===== src/rtl/core/htfc_pkg.sv =====
// Shared types, constants and the CRC-8 byte update for the frame checker.
package htfc_pkg;

  localparam logic [7:0]  CRC_POLY    = 8'h31;
  localparam logic [7:0]  CRC_INIT    = 8'hFF;
  localparam logic [15:0] FAIL_ID     = 16'hFFFF;
  localparam logic [2:0]  MEAS_LEN    = 3'd6;
  localparam logic [2:0]  ID_LEN      = 3'd3;
  localparam logic [14:0] TEMP_SCALE  = 15'd17500;
  localparam logic [13:0] HUM_SCALE   = 14'd10000;
  localparam logic [14:0] TEMP_OFFSET = 15'd4500;

  // configuration register indexes
  localparam logic CFG_CRC_EN     = 1'b0;
  localparam logic CFG_FRAME_KIND = 1'b1;

  typedef enum logic {
    KIND_MEAS = 1'b0,
    KIND_ID   = 1'b1
  } frame_kind_t;

  // one finished frame, still in raw form
  typedef struct packed {
    logic        ok;
    frame_kind_t kind;
    logic [15:0] word0;
    logic [15:0] word1;
  } frame_result_t;

  typedef struct packed {
    logic          valid;
    frame_result_t data;
  } result_push_t;

  // CRC-8, MSB first, one byte
  function automatic logic [7:0] crc8_byte(input logic [7:0] crc, input logic [7:0] b);
    logic [7:0] c;
    c = crc ^ b;
    for (int k = 0; k < 8; k++) begin
      c = c[7] ? ((c << 1) ^ CRC_POLY) : (c << 1);
    end
    return c;
  endfunction

endpackage


===== src/rtl/core/htfc_front.sv =====
// Front end: config registers, byte tracking, CRC check and result push.
module htfc_front (
  input  logic                  clk,
  input  logic                  rst,
  input  logic                  cfg_we,
  input  logic                  cfg_addr,
  input  logic                  cfg_data,
  input  logic                  in_valid,
  input  logic                  in_ready,
  input  logic [7:0]            rx_byte,
  input  logic                  frame_start,
  input  logic                  bus_fail,
  output htfc_pkg::result_push_t push
);

  logic                  crc_en;
  htfc_pkg::frame_kind_t kind;
  logic [2:0]            pos;
  logic [7:0]            crc;
  logic                  mism;
  logic [15:0]           w0;
  logic [15:0]           w1;

  logic        in_fire;
  logic [2:0]  len;
  logic        restart;
  logic [2:0]  pos_eff;
  logic [7:0]  crc_eff;
  logic        mism_eff;
  logic        is_crc;
  logic        is_high;
  logic        last;
  logic [7:0]  crc_next;
  logic        mism_next;
  logic [15:0] w0_next;
  logic [15:0] w1_next;

  assign in_fire = in_valid && in_ready;

  always_ff @(posedge clk) begin
    if (rst) begin
      crc_en <= 1'b1;
      kind   <= htfc_pkg::KIND_MEAS;
    end else if (cfg_we) begin
      unique case (cfg_addr)
        htfc_pkg::CFG_CRC_EN:     crc_en <= cfg_data;
        htfc_pkg::CFG_FRAME_KIND: kind   <= htfc_pkg::frame_kind_t'(cfg_data);
      endcase
    end
  end

  always_comb begin
    len      = (kind == htfc_pkg::KIND_ID) ? htfc_pkg::ID_LEN : htfc_pkg::MEAS_LEN;
    // a kind change can leave the position past the new end: start over
    restart  = frame_start || (pos >= len);
    pos_eff  = restart ? 3'd0 : pos;
    crc_eff  = restart ? htfc_pkg::CRC_INIT : crc;
    mism_eff = restart ? 1'b0 : mism;
    is_crc   = (pos_eff == 3'd2) || (pos_eff == 3'd5);
    is_high  = (pos_eff == 3'd0) || (pos_eff == 3'd3);
    last     = (pos_eff == (len - 3'd1));

    w0_next   = w0;
    w1_next   = w1;
    mism_next = mism_eff;
    if (is_crc) begin
      mism_next = mism_eff | (crc_en && (crc_eff != rx_byte));
      crc_next  = htfc_pkg::CRC_INIT;
    end else begin
      crc_next = htfc_pkg::crc8_byte(crc_eff, rx_byte);
      if (pos_eff < 3'd3) begin
        w0_next = is_high ? {rx_byte, w0[7:0]} : {w0[15:8], rx_byte};
      end else begin
        w1_next = is_high ? {rx_byte, w1[7:0]} : {w1[15:8], rx_byte};
      end
    end

    push.valid      = in_fire && (bus_fail || last);
    push.data.ok    = !bus_fail && !mism_next;
    push.data.kind  = kind;
    push.data.word0 = w0_next;
    push.data.word1 = w1_next;
  end

  always_ff @(posedge clk) begin
    if (rst) begin
      pos  <= 3'd0;
      crc  <= htfc_pkg::CRC_INIT;
      mism <= 1'b0;
      w0   <= 16'd0;
      w1   <= 16'd0;
    end else if (in_fire) begin
      if (bus_fail || last) begin
        pos  <= 3'd0;
        crc  <= htfc_pkg::CRC_INIT;
        mism <= 1'b0;
      end else begin
        pos  <= pos_eff + 3'd1;
        crc  <= crc_next;
        mism <= mism_next;
      end
      if (!bus_fail) begin
        w0 <= w0_next;
        w1 <= w1_next;
      end
    end
  end

  // the position never runs past the longest frame
  a_pos_range: assert property (@(posedge clk) disable iff (rst) pos < htfc_pkg::MEAS_LEN)
    else $error("byte position out of range");

  // a byte at the CRC slot leaves the running CRC at its initial value
  a_crc_reload: assert property (@(posedge clk) disable iff (rst)
    in_fire && !bus_fail && is_crc |=> crc == htfc_pkg::CRC_INIT)
    else $error("running CRC not reloaded after CRC byte");

endmodule


===== config.mk =====
export PLATFORM = sky130hd
export DESIGN_NAME = htfc_front
export DESIGN_NICKNAME = d
export VERILOG_FILES = /design/src/rtl/core/htfc_pkg.sv /design/src/rtl/core/htfc_front.sv
export SDC_FILE = /design/constraint.sdc
export NUM_CORES = 1
export LEC_CHECK = 0
export ABC_CLOCK_PERIOD_IN_PS = 5000
export BUFFER_PORTS_ARGS = -buffer_cell sky130_fd_sc_hd__clkbuf_2
export CAP_MARGIN = 20
export CORE_AREA = 2 2 74 76
export DETAILED_ROUTE_END_ITERATION = 16
export DIE_AREA = 0 0 76 78
export HOLD_SLACK_MARGIN = 0.06
export PLACE_DENSITY = 0.8
export SLEW_MARGIN = 40
export SYNTH_ARGS = -nofsm -noshare
export SYNTH_HDL_FRONTEND = slang
export SYNTH_SLANG_ARGS = --single-unit

===== constraint.sdc =====
create_clock -name clk -period 5 [get_ports clk]
set_clock_uncertainty 0.2 [all_clocks]
set_input_delay 0 -clock clk [delete_from_list [all_inputs] [get_ports clk]]
set_output_delay 0 -clock clk [all_outputs]
set_load 0.05 [all_outputs]

==> run summary <==
The run finished with clean final reports. Startpoint-to-endpoint class of the critical path: reg2reg. The number of clock buffers added by TritonCTS is 5. Area growth from synthesis to final layout: 13.8%. In this run the clock root is driven by a clkbuf_8. The final setup violation count is 0, and the die area is 5930 um^2. TritonCTS built the clock tree.

The total power per unit cell area works out to 227 nW/um^2. The run gives 3040 um^2 as the netlist area before placement. For this run, the number of Yosys warnings is 0. In this run, synthesis produced a sequential element count of 46. Yosys mapped the design onto 51 distinct sky130hd cell types.

The worst hold margin is 0.144 ns. After synthesis, the most frequently instantiated cells are 47 x nor2_1, 46 x dfxtp_1, 33 x mux2_2, 32 x mux2i_1, 19 x clkbuf_1. The number of nets in the layout came out at 395. For the maximum root-to-sink buffer count, the log shows 2. The number of synthesized flops with an enable pin works out to 0.

The tools report the final total negative setup slack as 0 ns. The final non-filler cell area came out at 3460 um^2. The pin slew with the least headroom to its limit is 0.821 ns. Setup repair after global routing left no endpoint under its margin. The average wire length per cell after detail routing works out to 15.5 um. The detailed router finished its first iteration with 147 violations. The logs give 0 for the number of pins exceeding their max-slew limit in the final report and 6.85 mm for the total wire length after detailed routing. Clock-pin slew was measured on the worst setup and hold paths at 0.09 ns.

The count of boundary I/O pins came out at 52. Entering global routing, the biggest net connects 49 pins. After synthesis, the mean cell area works out to 9.25 um^2.

The final instance count without filler cells came out at 442. The aggregate global-route resource usage was 24.4%; the max-slew headroom at the worst pin was 45.0%. In the routed layout, each cell is associated on average with a via count of 5.57.

The logs give 2 for the maximum level of the CTS H-tree and 11.7 mm for the wire length of the first global-routing pass. The sequential share of the synthesized area came out at 30.3%. The end point of the most critical hold path was crc[4].

In this run the critical register-to-register path is launched from pos[0]. The tools report the critical path launch point type as a flop. For the finished layout, the period the worst path requires is 4.46 ns. Width of the die: 76 um. The initial core utilization is 60.4%. The leading cell type by number of instances after synthesis was nor2_1. The gate count after technology mapping came out at 329. Timing would allow up to 224 MHz.

Power comes to 0.000788 W. The total nets after synthesis came out at 353. The tools report the final hold violation count as 0.

In this run, post-CTS hold repair placed 16 buffers. Data required time of the critical path: 5.00 ns. STA classifies the critical path endpoint as a flop.

In the synthesized netlist the dominant register cell turns out to be dfxtp_1. Die height: 78 um. Capture instance of the worst register-to-register path: w1[0]. Once detail routing completed, the nets flagged for antenna violations numbered 0.

The setup slack of the most critical reg-to-reg path was 0.54 ns. For the worst-skew pair, the clock arrives at the later sink with an insertion delay of 0.31 ns. In this run the static leakage power is 1.63 nW. The routed layout has 2463 vias. The post-synthesis cell type with the largest combined area is dfxtp_1. The run gives 0 as the total of cells resized after clock tree synthesis. Via count of the first global-routing pass: 2398. After legalization and detailed placement, the total HPWL measured 4.59 mm. The worst min-delay path class is in2reg. The startpoint identified for the worst hold timing path is in_ready. Of all nets on the critical path, the largest fanout is 10.

For the final global-route overflow total, the log shows 0. Counting cells, the worst reg-to-reg path comes to 12. The clock sink total came out at 46. The detailed-routing iteration count for the pre-antenna-repair pass is 4, and the async set-reset flop share out of synthesis is 0%. Number of DRC violations after detailed routing: 0. Cells with a size suffix above 1 make up 29.8% of the layout. Buffers added to address setup during post-CTS repair amount to 0. In this run the standard cell core region covers 5040 um^2. The maximum VDD drop was 0.000220 V; the count of buffers inserted at the top-level ports was 51.

The run gives 26 as the cell row count. Max-cap violations in this run came to 0. Final RePlAce weighted congestion: 0.859.

Sorting the synthesized cells by area gives the leading types as dfxtp_1 30%, mux2_2 12%, mux2i_1 11%, nor2_1 5.8%, xnor2_1 4.3%. The final clock period utilization by the worst path came out at 89.1%. Data on the critical path arrives at its endpoint at 4.46 ns.

The number of antenna violations at the first check in global routing is 0, and the placed instance area is 3220 um^2. The synthesized design devotes to its leading area cell type 30.3% of total area. The run gives 418 as the number of placed cells counting well taps.

The number of cells on the worst hold path works out to 4. The run gives 0 as the number of antenna diodes.
[cells by family after synthesis]
| kind of cell | after synthesis | synth area share [%] |
|---|---|---|
| simple gates | 102 | 17.8 |
| mux | 65 | 22.7 |
| flops | 46 | 30.3 |
| compound gates | 41 | 10.9 |
| buf+inv | 38 | 6.41 |
| xor+xnor | 30 | 9.12 |
| fa+ha+maj | 7 | 2.88 |
[cells in the final DEF (no fill, tap or decap), types with 4 or more instances in the layout]
master / Yosys / layout
or3_1: 4 / 4
a311oi_1: 4 / 4
or2_2: 6 / 6
clkbuf_8: 0 / 5
mux2_2: 33 / 33
dlygate4sd3_1: 0 / 16
clkbuf_2: 0 / 50
o211ai_1: 5 / 5
xnor2_1: 15 / 15
xor2_1: 14 / 14
mux2i_1: 32 / 32
and3_1: 4 / 4
ha_1: 7 / 7
inv_1: 6 / 6
nor2_1: 47 / 47
nand2_1: 15 / 15
nor4_1: 4 / 4
a21oi_1: 5 / 5
a31oi_1: 6 / 6
dfxtp_1: 46 / 46
[layer usage]
| metal | GRT usage [%] | vias up | wire length, um |
|---|---|---|---|
| li1 | - | 1220 | - |
| met1 | 30.3 | 1171 | 3060 |
| met2 | 42.0 | 63 | 3370 |
| met3 | 4.53 | 9 | 313 |
| met4 | 10.2 | 0 | 107 |
| met5 | 0 | - | 0 |
[flip-flops by register name, summed over array words and instances (netlist names)]
register	flops
crc	8
crc_en	1
kind	1
mism	1
pos	3
w0	16
w1	16
[worst max-delay path, stage by stage (launching register included)]
cell and delay [ns]:
dfxtp_1 0.42, inv_1 0.08, ha_1 0.28, nor2b_1 0.51, o21a_1 0.42, nand2_1 0.17
ha_1 0.26, nor4b_2 0.28, o21ai_2 0.24, or3_1 0.62, mux2i_1 0.22, nor2_1 0.06
dlygate4sd3_1 0.58
[worst max path at each step]
stage          slack, ns  cells after the start     end   start
5_1_grt             0.28                     14  w0[12]  pos[0]
4_1_cts             0.59                     12   w1[0]  pos[0]
2_1_floorplan       1.73                     16   w0[0]  pos[0]
3_3_place_gp        0.94                     14  w0[10]  pos[0]
6_report            0.54                     12   w1[0]  pos[0]
3_5_place_dp        0.74                     14  w0[10]  pos[0]
[area by class of cell]
cell class                 count  area [um^2]
inverter                       6         22.5
fill                         396         1580
tap                           70         87.6
clock inverter                 3         18.8
sequential                    46          921
multi-input combinational    245         1930
timing repair buffer          67          418
clock buffer                   5         68.8
[power breakdown]
group | leakage (nW) | internal (W) | switching, W
registers | 0.372 | 0.000374 | 0.00000917
clock network | 0.0483 | 0.0000986 | 0.000137
logic | 1.21 | 0.0000668 | 0.000103
[through the flow]
stage	setup slack (ns)	utilization, %
after global placement	0.938	63.7
after global routing	0.276	68.7
after CTS	0.592	68.7
final	0.545	68.7
after detailed placement	0.740	63.8
after floorplan	1.73	-
No activity file was read; power rests on OpenSTA's default activity.
